[config.mk]
export PLATFORM = sky130hd
export DESIGN_NAME = chain_code_trace_with_bounding_box_flat
export DESIGN_NICKNAME = d
export VERILOG_FILES = /design/src/rtl/core/cctbb_pkg.sv /design/src/rtl/core/cctbb_if.sv /design/src/rtl/core/cctbb_front.sv /design/src/rtl/core/cctbb_queue.sv /design/src/rtl/core/cctbb_back.sv /design/src/rtl/core/chain_code_trace_with_bounding_box.sv /design/src/flat_wrapper.sv
export SDC_FILE = /design/constraint.sdc
export NUM_CORES = 1
export LEC_CHECK = 0
export BUFFER_PORTS_ARGS = -buffer_cell sky130_fd_sc_hd__clkbuf_2
export CAP_MARGIN = 30
export CELL_PAD_IN_SITES_DETAIL_PLACEMENT = 1
export CELL_PAD_IN_SITES_GLOBAL_PLACEMENT = 2
export CORE_MARGIN = 3
export CORE_UTILIZATION = 39
export CTS_CLUSTER_DIAMETER = 200
export CTS_CLUSTER_SIZE = 30
export DETAILED_ROUTE_END_ITERATION = 7
export PLACE_DENSITY_LB_ADDON = 0.05
export SETUP_SLACK_MARGIN = 0.4
export SLEW_MARGIN = 20
export SYNTH_ARGS = -nofsm -noshare
export SYNTH_HDL_FRONTEND = slang
export SYNTH_SLANG_ARGS = --single-unit
[constraint.sdc]
create_clock -name clk -period 9.2 [get_ports clk]
set_input_delay 1.84 -clock clk [delete_from_list [all_inputs] [get_ports clk]]
set_output_delay 1.84 -clock clk [all_outputs]
set_load 0.02 [all_outputs]
[src/rtl/core/cctbb_pkg.sv]
// ----------------------------------------------------------------------------
// cctbb_pkg
// Shared codes, field widths and the control word for the chain code tracer.
// ----------------------------------------------------------------------------
package cctbb_pkg;

  localparam int FIELD_W = 16;
  localparam int PAD_W   = 17;
  localparam int FUNC_W  = 2;
  localparam int DIR_W   = 3;

  // Function codes of an input word.
  localparam logic [FUNC_W-1:0] FUNC_START  = 2'd0;
  localparam logic [FUNC_W-1:0] FUNC_STEP   = 2'd1;
  localparam logic [FUNC_W-1:0] FUNC_FINISH = 2'd2;

  // Operations handed from the front end to the back end.
  localparam logic [1:0] OP_LOAD   = 2'd0;
  localparam logic [1:0] OP_MOVE   = 2'd1;
  localparam logic [1:0] OP_REPORT = 2'd2;

  // Result kinds.
  localparam logic KIND_PIXEL = 1'b0;
  localparam logic KIND_BOX   = 1'b1;

  typedef struct packed {
    logic [1:0]        op;
    logic              hit;
    logic signed [1:0] dx;
    logic signed [1:0] dy;
  } cctbb_ctl_t;

endpackage

[src/rtl/core/cctbb_if.sv]
// ----------------------------------------------------------------------------
// cctbb_if
// Valid/ready channels for the input words and the result words.
// ----------------------------------------------------------------------------
interface cctbb_in_if;
  import cctbb_pkg::*;

  logic                      valid;
  logic                      ready;
  logic [FUNC_W-1:0]         func;
  logic signed [FIELD_W-1:0] start_x;
  logic signed [FIELD_W-1:0] start_y;
  logic                      chain_type;
  logic [DIR_W-1:0]          direction;

  modport source (output valid, func, start_x, start_y, chain_type, direction,
                  input ready);
  modport sink (input valid, func, start_x, start_y, chain_type, direction,
                output ready);
endinterface

interface cctbb_out_if;
  import cctbb_pkg::*;

  logic                      valid;
  logic                      ready;
  logic                      kind;
  logic signed [FIELD_W-1:0] pos_x;
  logic signed [FIELD_W-1:0] pos_y;
  logic signed [FIELD_W-1:0] far_x;
  logic signed [FIELD_W-1:0] far_y;
  logic [PAD_W-1:0]          padded_width;
  logic [PAD_W-1:0]          padded_height;
  logic                      clipped;

  modport source (output valid, kind, pos_x, pos_y, far_x, far_y, padded_width,
                  padded_height, clipped, input ready);
  modport sink (input valid, kind, pos_x, pos_y, far_x, far_y, padded_width,
                padded_height, clipped, output ready);
endinterface

[src/rtl/core/cctbb_front.sv]
// ----------------------------------------------------------------------------
// cctbb_front
// Accepts input words, clamps start points and decodes move directions.
// ----------------------------------------------------------------------------
module cctbb_front #(
  parameter int COORD_WIDTH = 16
) (
  input  logic                          clk,
  input  logic                          rst_n,
  cctbb_in_if.sink                      in_ch,
  input  logic                          q_ready,
  output logic                          push,
  output cctbb_pkg::cctbb_ctl_t         push_ctl,
  output logic signed [COORD_WIDTH-1:0] push_x,
  output logic signed [COORD_WIDTH-1:0] push_y
);
  import cctbb_pkg::*;

  localparam int EW = (COORD_WIDTH > FIELD_W) ? COORD_WIDTH : FIELD_W;
  localparam logic signed [EW-1:0] CMAX_E =
    EW'((65'sd1 <<< (COORD_WIDTH - 1)) - 65'sd1);
  localparam logic signed [EW-1:0] CMIN_E = ~CMAX_E;

  logic                 mode_r;
  logic                 mode_nxt;
  logic                 accept;
  logic signed [EW-1:0] sx_ext;
  logic signed [EW-1:0] sy_ext;
  logic signed [EW-1:0] sx_sat;
  logic signed [EW-1:0] sy_sat;
  logic                 hit_x;
  logic                 hit_y;
  logic signed [1:0]    dx;
  logic signed [1:0]    dy;

  assign in_ch.ready = q_ready;
  assign accept      = in_ch.valid && q_ready;

  // Start point: sign extend, then clamp each axis to the coordinate range.
  assign sx_ext = EW'(in_ch.start_x);
  assign sy_ext = EW'(in_ch.start_y);

  always_comb begin
    hit_x  = 1'b0;
    hit_y  = 1'b0;
    sx_sat = sx_ext;
    sy_sat = sy_ext;
    if (sx_ext > CMAX_E) begin
      sx_sat = CMAX_E;
      hit_x  = 1'b1;
    end else if (sx_ext < CMIN_E) begin
      sx_sat = CMIN_E;
      hit_x  = 1'b1;
    end
    if (sy_ext > CMAX_E) begin
      sy_sat = CMAX_E;
      hit_y  = 1'b1;
    end else if (sy_ext < CMIN_E) begin
      sy_sat = CMIN_E;
      hit_y  = 1'b1;
    end
  end

  // Direction decode under the mode of the chain in progress.
  always_comb begin
    dx = 2'sd0;
    dy = 2'sd0;
    if (mode_r) begin
      case (in_ch.direction)
        3'd0:    dx = 2'sd1;
        3'd1:    dy = 2'sd1;
        3'd2:    dx = -2'sd1;
        3'd3:    dy = -2'sd1;
        default: begin
          dx = 2'sd0;
          dy = 2'sd0;
        end
      endcase
    end else begin
      case (in_ch.direction)
        3'd0: begin dx = 2'sd1;  dy = 2'sd0;  end
        3'd1: begin dx = 2'sd1;  dy = 2'sd1;  end
        3'd2: begin dx = 2'sd0;  dy = 2'sd1;  end
        3'd3: begin dx = -2'sd1; dy = 2'sd1;  end
        3'd4: begin dx = -2'sd1; dy = 2'sd0;  end
        3'd5: begin dx = -2'sd1; dy = -2'sd1; end
        3'd6: begin dx = 2'sd0;  dy = -2'sd1; end
        default: begin dx = 2'sd1; dy = -2'sd1; end
      endcase
    end
  end

  always_comb begin
    push          = 1'b0;
    push_ctl.op   = OP_LOAD;
    push_ctl.hit  = 1'b0;
    push_ctl.dx   = dx;
    push_ctl.dy   = dy;
    push_x        = sx_sat[COORD_WIDTH-1:0];
    push_y        = sy_sat[COORD_WIDTH-1:0];
    mode_nxt      = mode_r;
    case (in_ch.func)
      FUNC_START: begin
        push         = accept;
        push_ctl.op  = OP_LOAD;
        push_ctl.hit = hit_x || hit_y;
        if (accept) begin
          mode_nxt = in_ch.chain_type;
        end
      end
      FUNC_STEP: begin
        push        = accept;
        push_ctl.op = OP_MOVE;
      end
      FUNC_FINISH: begin
        push        = accept;
        push_ctl.op = OP_REPORT;
      end
      default: begin
        // The unused code is taken and dropped.
        push = 1'b0;
      end
    endcase
  end

  always_ff @(posedge clk) begin
    if (!rst_n) begin
      mode_r <= 1'b0;
    end else begin
      mode_r <= mode_nxt;
    end
  end

endmodule

[src/rtl/core/cctbb_queue.sv]
// ----------------------------------------------------------------------------
// cctbb_queue
// Two-entry queue between the front end and the back end.
// ----------------------------------------------------------------------------
module cctbb_queue #(
  parameter int DW = 8
) (
  input  logic          clk,
  input  logic          rst_n,
  input  logic          push,
  input  logic [DW-1:0] push_data,
  output logic          push_ready,
  input  logic          pop,
  output logic          pop_valid,
  output logic [DW-1:0] pop_data
);

  localparam int DEPTH = 2;
  localparam int AW    = $clog2(DEPTH);

  logic [DW-1:0]      mem_r [DEPTH];
  logic [AW-1:0]      wr_ptr_r;
  logic [AW-1:0]      rd_ptr_r;
  logic [AW:0]        count_r;
  logic [AW-1:0]      wr_ptr_nxt;
  logic [AW-1:0]      rd_ptr_nxt;
  logic [AW:0]        count_nxt;
  logic               do_push;
  logic               do_pop;

  assign push_ready = (count_r != (AW+1)'(DEPTH));
  assign pop_valid  = (count_r != '0);
  assign pop_data   = mem_r[rd_ptr_r];
  assign do_push    = push && push_ready;
  assign do_pop     = pop && pop_valid;

  always_comb begin
    wr_ptr_nxt = do_push ? wr_ptr_r + 1'b1 : wr_ptr_r;
    rd_ptr_nxt = do_pop ? rd_ptr_r + 1'b1 : rd_ptr_r;
    count_nxt  = count_r;
    if (do_push && !do_pop) begin
      count_nxt = count_r + 1'b1;
    end else if (do_pop && !do_push) begin
      count_nxt = count_r - 1'b1;
    end
  end

  always_ff @(posedge clk) begin
    if (do_push) begin
      mem_r[wr_ptr_r] <= push_data;
    end
  end

  always_ff @(posedge clk) begin
    if (!rst_n) begin
      wr_ptr_r <= '0;
      rd_ptr_r <= '0;
      count_r  <= '0;
    end else begin
      wr_ptr_r <= wr_ptr_nxt;
      rd_ptr_r <= rd_ptr_nxt;
      count_r  <= count_nxt;
    end
  end

endmodule

[src/rtl/core/cctbb_back.sv]
// ----------------------------------------------------------------------------
// cctbb_back
// Applies moves with saturation, tracks the bounding box, registers results.
// ----------------------------------------------------------------------------
module cctbb_back #(
  parameter int COORD_WIDTH = 16
) (
  input  logic                          clk,
  input  logic                          rst_n,
  input  logic                          q_valid,
  input  cctbb_pkg::cctbb_ctl_t         q_ctl,
  input  logic signed [COORD_WIDTH-1:0] q_x,
  input  logic signed [COORD_WIDTH-1:0] q_y,
  output logic                          pop,
  cctbb_out_if.source                   out_ch
);
  import cctbb_pkg::*;

  localparam int CW = COORD_WIDTH;
  localparam int SW = CW + 2;
  localparam logic signed [CW-1:0] CMAX = CW'((65'sd1 <<< (CW - 1)) - 65'sd1);
  localparam logic signed [CW-1:0] CMIN = ~CMAX;

  logic signed [CW-1:0] cur_x_r, cur_y_r;
  logic signed [CW-1:0] least_x_r, least_y_r, most_x_r, most_y_r;
  logic                 seen_r;
  logic signed [CW-1:0] cur_x_nxt, cur_y_nxt;
  logic signed [CW-1:0] least_x_nxt, least_y_nxt, most_x_nxt, most_y_nxt;
  logic                 seen_nxt;

  logic                      out_valid_r, out_valid_nxt;
  logic                      kind_r, kind_nxt;
  logic signed [FIELD_W-1:0] pos_x_r, pos_y_r, far_x_r, far_y_r;
  logic signed [FIELD_W-1:0] pos_x_nxt, pos_y_nxt, far_x_nxt, far_y_nxt;
  logic [PAD_W-1:0]          pad_w_r, pad_h_r, pad_w_nxt, pad_h_nxt;
  logic                      clip_r, clip_nxt;

  logic [CW:0]          sum_x, sum_y;
  logic                 ovf_x, ovf_y;
  logic signed [CW-1:0] sat_x, sat_y;
  logic signed [CW-1:0] new_x, new_y;
  logic                 new_hit;
  logic [CW:0]          span_x, span_y;
  logic [SW-1:0]        size_x, size_y;

  assign pop = q_valid && (!out_valid_r || out_ch.ready);

  // One step with saturation per axis.
  assign sum_x = {cur_x_r[CW-1], cur_x_r} + (CW+1)'(q_ctl.dx);
  assign sum_y = {cur_y_r[CW-1], cur_y_r} + (CW+1)'(q_ctl.dy);
  assign ovf_x = sum_x[CW] ^ sum_x[CW-1];
  assign ovf_y = sum_y[CW] ^ sum_y[CW-1];
  assign sat_x = ovf_x ? (sum_x[CW] ? CMIN : CMAX) : sum_x[CW-1:0];
  assign sat_y = ovf_y ? (sum_y[CW] ? CMIN : CMAX) : sum_y[CW-1:0];

  assign new_x   = (q_ctl.op == OP_LOAD) ? q_x : sat_x;
  assign new_y   = (q_ctl.op == OP_LOAD) ? q_y : sat_y;
  assign new_hit = (q_ctl.op == OP_LOAD) ? q_ctl.hit : (ovf_x || ovf_y);

  // Span plus one, rounded up to even: (span + 2) with the low bit cleared.
  assign span_x = {most_x_r[CW-1], most_x_r} - {least_x_r[CW-1], least_x_r};
  assign span_y = {most_y_r[CW-1], most_y_r} - {least_y_r[CW-1], least_y_r};
  assign size_x = (SW'(span_x) + SW'(2)) & ~SW'(1);
  assign size_y = (SW'(span_y) + SW'(2)) & ~SW'(1);

  always_comb begin
    cur_x_nxt   = cur_x_r;
    cur_y_nxt   = cur_y_r;
    least_x_nxt = least_x_r;
    least_y_nxt = least_y_r;
    most_x_nxt  = most_x_r;
    most_y_nxt  = most_y_r;
    seen_nxt    = seen_r;
    kind_nxt    = kind_r;
    pos_x_nxt   = pos_x_r;
    pos_y_nxt   = pos_y_r;
    far_x_nxt   = far_x_r;
    far_y_nxt   = far_y_r;
    pad_w_nxt   = pad_w_r;
    pad_h_nxt   = pad_h_r;
    clip_nxt    = clip_r;
    out_valid_nxt = out_ch.ready ? 1'b0 : out_valid_r;
    if (pop) begin
      out_valid_nxt = 1'b1;
      if (q_ctl.op == OP_REPORT) begin
        kind_nxt  = KIND_BOX;
        clip_nxt  = 1'b0;
        pos_x_nxt = seen_r ? FIELD_W'(least_x_r) : '0;
        pos_y_nxt = seen_r ? FIELD_W'(least_y_r) : '0;
        far_x_nxt = seen_r ? FIELD_W'(most_x_r) : '0;
        far_y_nxt = seen_r ? FIELD_W'(most_y_r) : '0;
        pad_w_nxt = seen_r ? PAD_W'(size_x) : '0;
        pad_h_nxt = seen_r ? PAD_W'(size_y) : '0;
        least_x_nxt = CMAX;
        least_y_nxt = CMAX;
        most_x_nxt  = CMIN;
        most_y_nxt  = CMIN;
        seen_nxt    = 1'b0;
      end else begin
        cur_x_nxt = new_x;
        cur_y_nxt = new_y;
        if (new_x < least_x_r) least_x_nxt = new_x;
        if (new_x > most_x_r)  most_x_nxt  = new_x;
        if (new_y < least_y_r) least_y_nxt = new_y;
        if (new_y > most_y_r)  most_y_nxt  = new_y;
        seen_nxt  = 1'b1;
        kind_nxt  = KIND_PIXEL;
        clip_nxt  = new_hit;
        pos_x_nxt = FIELD_W'(new_x);
        pos_y_nxt = FIELD_W'(new_y);
        far_x_nxt = '0;
        far_y_nxt = '0;
        pad_w_nxt = '0;
        pad_h_nxt = '0;
      end
    end
  end

  always_ff @(posedge clk) begin
    if (!rst_n) begin
      out_valid_r <= 1'b0;
      cur_x_r     <= '0;
      cur_y_r     <= '0;
      least_x_r   <= CMAX;
      least_y_r   <= CMAX;
      most_x_r    <= CMIN;
      most_y_r    <= CMIN;
      seen_r      <= 1'b0;
    end else begin
      out_valid_r <= out_valid_nxt;
      cur_x_r     <= cur_x_nxt;
      cur_y_r     <= cur_y_nxt;
      least_x_r   <= least_x_nxt;
      least_y_r   <= least_y_nxt;
      most_x_r    <= most_x_nxt;
      most_y_r    <= most_y_nxt;
      seen_r      <= seen_nxt;
    end
  end

  always_ff @(posedge clk) begin
    kind_r  <= kind_nxt;
    pos_x_r <= pos_x_nxt;
    pos_y_r <= pos_y_nxt;
    far_x_r <= far_x_nxt;
    far_y_r <= far_y_nxt;
    pad_w_r <= pad_w_nxt;
    pad_h_r <= pad_h_nxt;
    clip_r  <= clip_nxt;
  end

  assign out_ch.valid         = out_valid_r;
  assign out_ch.kind          = kind_r;
  assign out_ch.pos_x         = pos_x_r;
  assign out_ch.pos_y         = pos_y_r;
  assign out_ch.far_x         = far_x_r;
  assign out_ch.far_y         = far_y_r;
  assign out_ch.padded_width  = pad_w_r;
  assign out_ch.padded_height = pad_h_r;
  assign out_ch.clipped       = clip_r;

  a_report_clears: assert property (@(posedge clk) disable iff (!rst_n)
    pop && (q_ctl.op == OP_REPORT) |=> !seen_r)
    else $error("tracking not cleared after a bounding box report");

  a_box_ordered: assert property (@(posedge clk) disable iff (!rst_n)
    seen_r |-> (least_x_r <= most_x_r) && (least_y_r <= most_y_r))
    else $error("bounding box minimum above maximum");

  a_empty_box_reset: assert property (@(posedge clk) disable iff (!rst_n)
    !seen_r |-> (least_x_r == CMAX) && (most_y_r == CMIN))
    else $error("empty tracking holds stale bounds");

  a_pixel_fields: assert property (@(posedge clk) disable iff (!rst_n)
    out_valid_r && (kind_r == KIND_PIXEL) |-> (pad_w_r == '0) && (far_x_r == '0))
    else $error("pixel word carries summary fields");

endmodule

[src/rtl/core/chain_code_trace_with_bounding_box.sv]
// ----------------------------------------------------------------------------
// chain_code_trace_with_bounding_box
// Freeman chain code decoder with bounding box tracking.
// ----------------------------------------------------------------------------
// The block takes one input word per clock while the queue has room and
// returns one result word for each start, step or finish word, in order; the
// unused function code is taken and dropped. A start word loads the start
// point, clamped to the signed COORD_WIDTH range, and selects eight- or
// four-direction codes. A step word moves one unit and returns the new pixel;
// clipped marks a move or start point that hit the range limit on either
// axis. A finish word returns the bounding box of every pixel since reset or
// the last finish, with padded width and height, and then clears the
// tracking. Throughput is one word per cycle in both directions while the
// sink takes each result. The front end is combinational and writes the
// decoded word into the queue when it accepts it, and the back end takes it
// from the queue into the output register, which offers the result.
// The per-word work is a small saturating add and the four min/max compares
// in the back end, and the current point and the running box are the only
// loops there. A two word queue between the two halves, plus the output
// register, lets the input keep flowing while a result waits for the sink.
// ----------------------------------------------------------------------------
module chain_code_trace_with_bounding_box #(
  parameter int COORD_WIDTH = 16
) (
  input  logic        clk,
  input  logic        rst_n,
  cctbb_in_if.sink    in_ch,
  cctbb_out_if.source out_ch
);
  import cctbb_pkg::*;

  // Queue word: control, then x, then y.
  localparam int CTL_W = $bits(cctbb_ctl_t);
  localparam int DW    = CTL_W + 2 * COORD_WIDTH;

  logic                          push;
  logic                          q_ready;
  cctbb_ctl_t                    push_ctl;
  logic signed [COORD_WIDTH-1:0] push_x;
  logic signed [COORD_WIDTH-1:0] push_y;
  logic                          pop;
  logic                          q_valid;
  logic [DW-1:0]                 q_data;
  cctbb_ctl_t                    q_ctl;
  logic signed [COORD_WIDTH-1:0] q_x;
  logic signed [COORD_WIDTH-1:0] q_y;

  // Front end: accepts words, clamps start points, decodes directions.
  cctbb_front #(
    .COORD_WIDTH(COORD_WIDTH)
  ) u_front (
    .clk      (clk),
    .rst_n    (rst_n),
    .in_ch    (in_ch),
    .q_ready  (q_ready),
    .push     (push),
    .push_ctl (push_ctl),
    .push_x   (push_x),
    .push_y   (push_y)
  );

  cctbb_queue #(
    .DW(DW)
  ) u_queue (
    .clk        (clk),
    .rst_n      (rst_n),
    .push       (push),
    .push_data  ({push_ctl, push_x, push_y}),
    .push_ready (q_ready),
    .pop        (pop),
    .pop_valid  (q_valid),
    .pop_data   (q_data)
  );

  assign q_ctl = q_data[DW-1 -: CTL_W];
  assign q_x   = q_data[2*COORD_WIDTH-1 -: COORD_WIDTH];
  assign q_y   = q_data[COORD_WIDTH-1:0];

  // Back end: current point, bounding box and the output register.
  cctbb_back #(
    .COORD_WIDTH(COORD_WIDTH)
  ) u_back (
    .clk     (clk),
    .rst_n   (rst_n),
    .q_valid (q_valid),
    .q_ctl   (q_ctl),
    .q_x     (q_x),
    .q_y     (q_y),
    .pop     (pop),
    .out_ch  (out_ch)
  );

endmodule
[src/flat_wrapper.sv]
// flat-port wrapper written by rule: the top's interface ports become plain ports
module chain_code_trace_with_bounding_box_flat import cctbb_pkg::*;
#(
  parameter int COORD_WIDTH = 16
)
  (clk, rst_n, in_ch_valid, in_ch_func, in_ch_start_x, in_ch_start_y, in_ch_chain_type, in_ch_direction, in_ch_ready, out_ch_valid, out_ch_kind, out_ch_pos_x, out_ch_pos_y, out_ch_far_x, out_ch_far_y, out_ch_padded_width, out_ch_padded_height, out_ch_clipped, out_ch_ready);
  cctbb_in_if in_ch_i ();
  cctbb_out_if out_ch_i ();
  input  logic clk;
  input  logic rst_n;
  input wire logic [$bits(in_ch_i.valid)-1:0] in_ch_valid;
  input wire logic [$bits(in_ch_i.func)-1:0] in_ch_func;
  input wire logic [$bits(in_ch_i.start_x)-1:0] in_ch_start_x;
  input wire logic [$bits(in_ch_i.start_y)-1:0] in_ch_start_y;
  input wire logic [$bits(in_ch_i.chain_type)-1:0] in_ch_chain_type;
  input wire logic [$bits(in_ch_i.direction)-1:0] in_ch_direction;
  output wire logic [$bits(in_ch_i.ready)-1:0] in_ch_ready;
  output wire logic [$bits(out_ch_i.valid)-1:0] out_ch_valid;
  output wire logic [$bits(out_ch_i.kind)-1:0] out_ch_kind;
  output wire logic [$bits(out_ch_i.pos_x)-1:0] out_ch_pos_x;
  output wire logic [$bits(out_ch_i.pos_y)-1:0] out_ch_pos_y;
  output wire logic [$bits(out_ch_i.far_x)-1:0] out_ch_far_x;
  output wire logic [$bits(out_ch_i.far_y)-1:0] out_ch_far_y;
  output wire logic [$bits(out_ch_i.padded_width)-1:0] out_ch_padded_width;
  output wire logic [$bits(out_ch_i.padded_height)-1:0] out_ch_padded_height;
  output wire logic [$bits(out_ch_i.clipped)-1:0] out_ch_clipped;
  input wire logic [$bits(out_ch_i.ready)-1:0] out_ch_ready;
  assign in_ch_i.valid = in_ch_valid;
  assign in_ch_i.func = in_ch_func;
  assign in_ch_i.start_x = in_ch_start_x;
  assign in_ch_i.start_y = in_ch_start_y;
  assign in_ch_i.chain_type = in_ch_chain_type;
  assign in_ch_i.direction = in_ch_direction;
  assign in_ch_ready = in_ch_i.ready;
  assign out_ch_valid = out_ch_i.valid;
  assign out_ch_kind = out_ch_i.kind;
  assign out_ch_pos_x = out_ch_i.pos_x;
  assign out_ch_pos_y = out_ch_i.pos_y;
  assign out_ch_far_x = out_ch_i.far_x;
  assign out_ch_far_y = out_ch_i.far_y;
  assign out_ch_padded_width = out_ch_i.padded_width;
  assign out_ch_padded_height = out_ch_i.padded_height;
  assign out_ch_clipped = out_ch_i.clipped;
  assign out_ch_i.ready = out_ch_ready;
  chain_code_trace_with_bounding_box #(.COORD_WIDTH(COORD_WIDTH)) u_core (.clk(clk), .rst_n(rst_n), .in_ch(in_ch_i), .out_ch(out_ch_i));
endmodule
==> results of run 1 <==
-- per-stage QoR --
stage | cell area, um^2 | worst slack (ns)
floorplan | 15690 | 2.008
global placement | 16810 | 1.509
detailed placement | 16850 | 1.228
CTS | 17220 | 1.170
global route | 17290 | 0.6444
finish | 17290 | 1.245
-- layout make-up --
type                            instances  area (um^2)
Multi-Input combinational cell       1045         7555
Tap cell                              518        648.1
Sequential cell                       280         7368
Timing Repair Buffer                  165        949.7
Fill cell                            4362        21890
Clock buffer                           20        351.6
Clock inverter                          1        20.02
Inverter                              106        400.4
-- worst max-delay path: stages, from the launching register on --
cell and delay [ns]:
dfxtp_2 0.35, buf_4 0.53, mux2_2 0.28, ha_1 0.17, inv_1 0.06, fa_1 0.37, nor2b_1 0.16, o21ai_1 0.09
a21boi_0 0.35, o21ai_1 0.16, a211oi_1 0.49, a22oi_1 0.22, ha_1 0.84, nand4_1 0.17, a211oi_1 0.32, a31oi_2 0.19
o211a_1 0.25, a21oi_1 0.47, ha_1 0.36, a21o_1 0.18, a21o_1 0.17, a21o_1 0.17, a21o_1 0.17, a21o_1 0.17
a31oi_1 0.36, nand4_1 0.17, a2bb2oi_2 0.30, o32a_1 0.35
-- cell families (layout without fill, tap and decap cells) --
group | count (synthesis) | count (layout) | share of synthesized area
simple gates | 430 | 430 | 0.1314
fa+ha+maj | 161 | 161 | 0.1304
xor+xnor | 38 | 38 | 0.02123
other cells | 1 | 4 | 0.0002393
compound gates | 372 | 372 | 0.1695
buf+inv | 197 | 292 | 0.05141
mux | 40 | 40 | 0.02578
flops | 280 | 280 | 0.4700
-- layout by cell type (no fill, tap or decap), drive strengths merged, types with 7 or more instances in the layout --
master / n
nor2: 128
a21oi: 86
and2: 7
a21o: 30
o21a: 17
nand4: 17
or3: 16
a211oi: 12
nand2: 114
a31oi: 11
nor3: 40
clkbuf: 161
and3: 15
nor2b: 25
a22o: 15
edfxtp: 176
inv: 107
mux2i: 37
xnor2: 23
ha: 157
o22ai: 8
o22a: 27
nand2b: 15
buf: 24
o21ai: 73
dfxtp: 104
o211ai: 16
o2bb2ai: 11
nand3: 25
xor2: 15
-- registers in the layout (all words and copies together) (netlist names), 2 cells and up, named ones only --
register	cells
u_core.u_queue.mem_r	78
u_core.u_back.cur_y_r	16
u_core.u_back.out_ch.far_y	16
u_core.u_back.most_x_r	16
u_core.u_back.out_ch.far_x	16
u_core.u_back.least_x_r	16
u_core.u_back.least_y_r	16
u_core.u_back.cur_x_r	16
u_core.u_queue.count_r	2
u_core.u_back.out_ch.pos_x	16
u_core.u_back.out_ch.pos_y	16
u_core.u_back.out_ch.padded_width	16
u_core.u_back.out_ch.padded_height	16
u_core.u_back.most_y_r	16
-- metal layers --
layer  vias up  share of wire
met3        16          0.034
met1      5495           0.51
li1       5699              -
met4         0         0.0094
met5         -              0
met2       157           0.44
-- worst min path at each step --
stage | depth (start not counted) | endpoint
final | 2 | u_core.u_back.cur_y_r[15]
after global routing | 2 | u_core.u_back.cur_y_r[15]
after CTS | 2 | u_core.u_back.cur_x_r[12]
after detailed placement | 2 | u_core.u_back.cur_x_r[12]
after global placement | 1 | u_core.u_back.least_y_r[8]
after floorplan | 1 | u_core.u_back.least_y_r[3]
==> reports/qor.txt, run 1 <==
R2R cell count = 27
DR pass1 iterations = 4
initial antenna violation count = 0
Final min period = 7.955 ns
gpl congestion = 0.7871
ys flop type = edfxtp_1
RSZ-0062 raised after global routing = no
count of state elements after synthesis = 280
Yosys top cell by area = edfxtp_1
Max Cap Viol = 0
M2 GR Usage = 0.3084
GRT Resource Usage Total = 0.1907
Post-Layout Cell Count = 2135
H-tree levels = 1
DRT iter0 DRCs = 416
# clock sinks = 280
CTS buffer count = 13
row count = 72
Worst Setup EP = u_core.u_back.least_y_r[11]
worst path arrival time = 8.37 ns
placeable core region = 39190 um^2
Fin. Hold Viols = 0
Clock Path Buffers = 3
Max Transition Viols Final = 0
Root Buffer = clkbuf_16
via count = 11.37k
Yosys top cell area share = 0.3372
Synth area leaders = edfxtp_1 34%, dfxtp_1 13%, ha_1 13%
Initial Utilization = 0.4000
number of port buffers = 141
setup_tns = 0 ns
R2R Path End = u_core.u_back.least_y_r[11]
Worst Path Class, Setup = register to register
vias in the first global route = 11.38k
global-route wire length before repair = 64130 um
gr ovfl total = 0
most frequent cell after synthesis = edfxtp_1
post-DR vias/cell = 5.324
GRT busiest layer = met2
Area Growth Syn to Fin = 10.33%
share of layout cells above drive strength 1 = 0.1429
YS warnings = 0
Placed Instances = 2110
Antenna Nets Post-Route = 0
count of cell types in the netlist = 97
cts hold-fix bufs = 0
Post-CTS Setup Inserts = 0
count of flip-flops with a built-in enable after synthesis = 176
async set-reset flop share out of synthesis = 0
Mapped Cells = 1519
final period utilization = 0.8647
cell area after synthesis = 15670 um^2
DIE AREA = 42630 um^2
Routed WL per cell = 19.18 um
total routed wirelength = 40960 um
hold path startpoint = u_core.u_back.cur_y_r[15]
FMAX = 125.7 MHz
sequential share of the synthesized area = 0.4700
DP Wirelength = 30680 um
CTS resizes = 0
worst-skew pair later-pin latency = 0.51 ns
Tightest Hold Check Type = register to register
DRC violations left = 0
flop2flop setup slack = 1.24 ns
largest net degree at the start of global routing = 79
Synth top cells by count = 176 x edfxtp_1, 157 x ha_1, 128 x nor2_1, 114 x nand2_1, 104 x dfxtp_1
Util after Layout = 0.4413
worst path required time = 9.61 ns
Die X = 206.5 um
# IOs = 144
crit end category = register
Least-Margin Pin Slew = 0.9967 ns
Rel. slew slack = 0.3285
Worst Setup Start Kind = register
hold slack final = 0.4752 ns
CP max FO = 45
M3 GR Usage = 0.01748
n_diodes = 0
Syn Area/Cell = 10.32 um^2
chip height = 206.5 um
met1 Use GR = 0.2853
outcome = finished, final reports clean
clk slew on worst S/H paths = 0.12 ns
CTS tree = done
nets@finish = 1814
Setup Skew = 0.03220 ns
Setup Viol. Count Final = 0
Power of run 1 is not shown: default switching activity piles up to over one toggle a cycle in this logic, so the estimate is an artifact.
==> run 2, diff against run 1 <==
Settings changed: CORE_MARGIN 3 to default, CORE_UTILIZATION 39 to 42.
Clock period 9.2 ns to 9.53 ns, I/O delays scaled along.
==> reports/qor.txt, run 2 (synthesis gave the netlist of run 1 again) <==
outcome = finished, final reports clean
RSZ-0062 raised after global routing = no
# fillers = 4078 (-6.5%)
FMAX = 126.7 MHz (+0.76%)
Routed WL per cell = 19.19 um (about the same)
critical path depth = 27 (unchanged)
Util after Layout = 0.4688 (+0.02752)
CP Buf/Inv Count = 2 (unchanged)
worst path arrival time = 8.31 ns (-0.06 ns)
global-route wire length before repair = 63490 um (-0.99%)
max FFs per register = 78 (unchanged)
Fin. Hold Viols = 0 (unchanged)
worst-skew pair later-pin latency = 0.51 ns (about the same)
CTS resizes = 0 (unchanged)
vias in the first global route = 11.63k (+2.2%)
post-DR vias/cell = 5.529 (+3.8%)
final period utilization = 0.8284 (-0.03626)
Area Growth Syn to Fin = 9.763%
H-tree levels = 1 (unchanged)
setup_tns = 0 ns (unchanged)
commonest cells after routing, fill and taps aside = 176 x edfxtp_1, 157 x ha_1, 141 x clkbuf_2, 127 x nor2_1, 113 x nand2_1
gr ovfl total = 0 (unchanged)
FF/Latch Area = 7368 um^2 (unchanged)
Least-Margin Pin Slew = 0.9383 ns (-0.05842 ns)
Die X = 195.2 um (-5.5%)
Antenna Nets Post-Route = 0 (unchanged)
cell class contributing the biggest share of worst-path delay = compound AO/OA/AOI/OAI gates
Final min period = 7.895 ns (-0.06020 ns)
total routed wirelength = 39960 um (-2.4%)
hold slack final = 0.4690 ns (-0.006135 ns)
DRT iter0 DRCs = 485 (+17%)
slowest cell delay on critical path = 0.82 ns (-0.02 ns)
gpl congestion = 0.8247 (+4.8%)
largest net degree at the start of global routing = 79 (unchanged)
cts hold-fix bufs = 0 (unchanged)
# IOs = 144 (unchanged)
Tightest Hold Check Type = register to register
most common cell after layout, fill and taps aside = edfxtp_1
Critical-path top delay cell = ha_1
initial antenna violation count = 0 (unchanged)
Post-CTS Setup Inserts = 0 (unchanged)
nets@finish = 1812 (-0.11%)
CP max FO = 45 (unchanged)
DR pass1 iterations = 5 (+1)
Placed Instances = 2058 (-2.5%)
DIE AREA = 38100 um^2 (-11%)
row count = 70 (-2.8%)
Most flops, register = u_core.u_queue.mem_r
Rel. slew slack = 0.3730 (+0.04449)
Setup Skew = 0.03052 ns (-0.001679 ns)
Worst Path Class, Setup = register to register
CTS tree = done
# clock sinks = 280 (unchanged)
Max Transition Viols Final = 0 (unchanged)
number of port buffers = 141 (unchanged)
R2R cell count = 27 (unchanged)
Hold Path Depth = 2 (unchanged)
Clock Path Buffers = 3 (unchanged)
most used cell, CP = a21o_1
clk slew on worst S/H paths = 0.12 ns (about the same)
Worst Setup Start Kind = register
chip height = 195.2 um (-5.5%)
placeable core region = 36700 um^2 (-6.4%)
crit end category = register
via count = 11.52k (+1.3%)
share of layout cells above drive strength 1 = 0.1418 (-0.001061)
DRC violations left = 0 (unchanged)
Initial Utilization = 0.4271 (+0.02714)
DP Wirelength = 30120 um (-1.8%)
multi-input logic area = 7555 um^2 (unchanged)
Post-Layout Cell Count = 2083 (-2.4%)
Setup Viol. Count Final = 0 (unchanged)
CTS buffer count = 13 (unchanged)
n_diodes = 0 (unchanged)
Root Buffer = clkbuf_16
worst path required time = 9.94 ns (+0.33 ns)
GRT Resource Usage Total = 0.2098 (+0.01907)
Max Cap Viol = 0 (unchanged)
## run 2: through the flow
| stage | worst slack (ns) | area (um^2) |
|---|---|---|
| floorplan | 2.338 | 15690 |
| global placement | 1.812 | 16730 |
| detailed placement | 1.579 | 16770 |
| CTS | 1.534 | 17140 |
| global route | 0.8800 | 17200 |
| finish | 1.635 | 17200 |
## run 2: worst reg2reg max path, cell delays in order, from the launching register on
cell and delay [ns]:
dfxtp_2 0.35, buf_4 0.52, mux2_2 0.29, ha_1 0.15, inv_1 0.05, fa_1 0.38, nor2b_1 0.16, o21ai_1 0.09
a21boi_0 0.35, o21ai_1 0.17, a211oi_1 0.48, a22oi_1 0.22, ha_1 0.82, nand4_1 0.17, a211oi_1 0.34, a31oi_2 0.18
o211a_1 0.24, a21oi_1 0.46, ha_1 0.36, a21o_1 0.18, a21o_1 0.17, a21o_1 0.18, a21o_1 0.17, a21o_1 0.17
a31oi_1 0.34, nand4_1 0.17, a2bb2oi_2 0.32, o32a_1 0.34
## run 2: layout make-up
type	count	share of cell area
Timing Repair Buffer	163	0.05367
Clock inverter	1	0.001164
Multi-Input combinational cell	1045	0.4391
Inverter	106	0.02327
Tap cell	468	0.03404
Clock buffer	20	0.02044
Sequential cell	280	0.4283
## run 2: metal layers
metal | part of all wire | GRT usage
met1 | 0.51 | 0.3064
met2 | 0.45 | 0.3435
met3 | 0.032 | 0.01952
met4 | 0.010 | 0.03033
met5 | 0 | 0
## run 2: worst paths after layout
path | end | slack, ns | from
max | u_core.u_back.least_y_r[11] | 1.63 | register
min | u_core.u_back.cur_y_r[0] | 0.47 | u_core.u_back.cur_y_r[0]
max reg2reg | u_core.u_back.least_y_r[11] | 1.63 | register
min reg2reg | u_core.u_back.cur_y_r[0] | 0.47 | u_core.u_back.cur_y_r[0]
Power of run 2 is left out for the same reason.
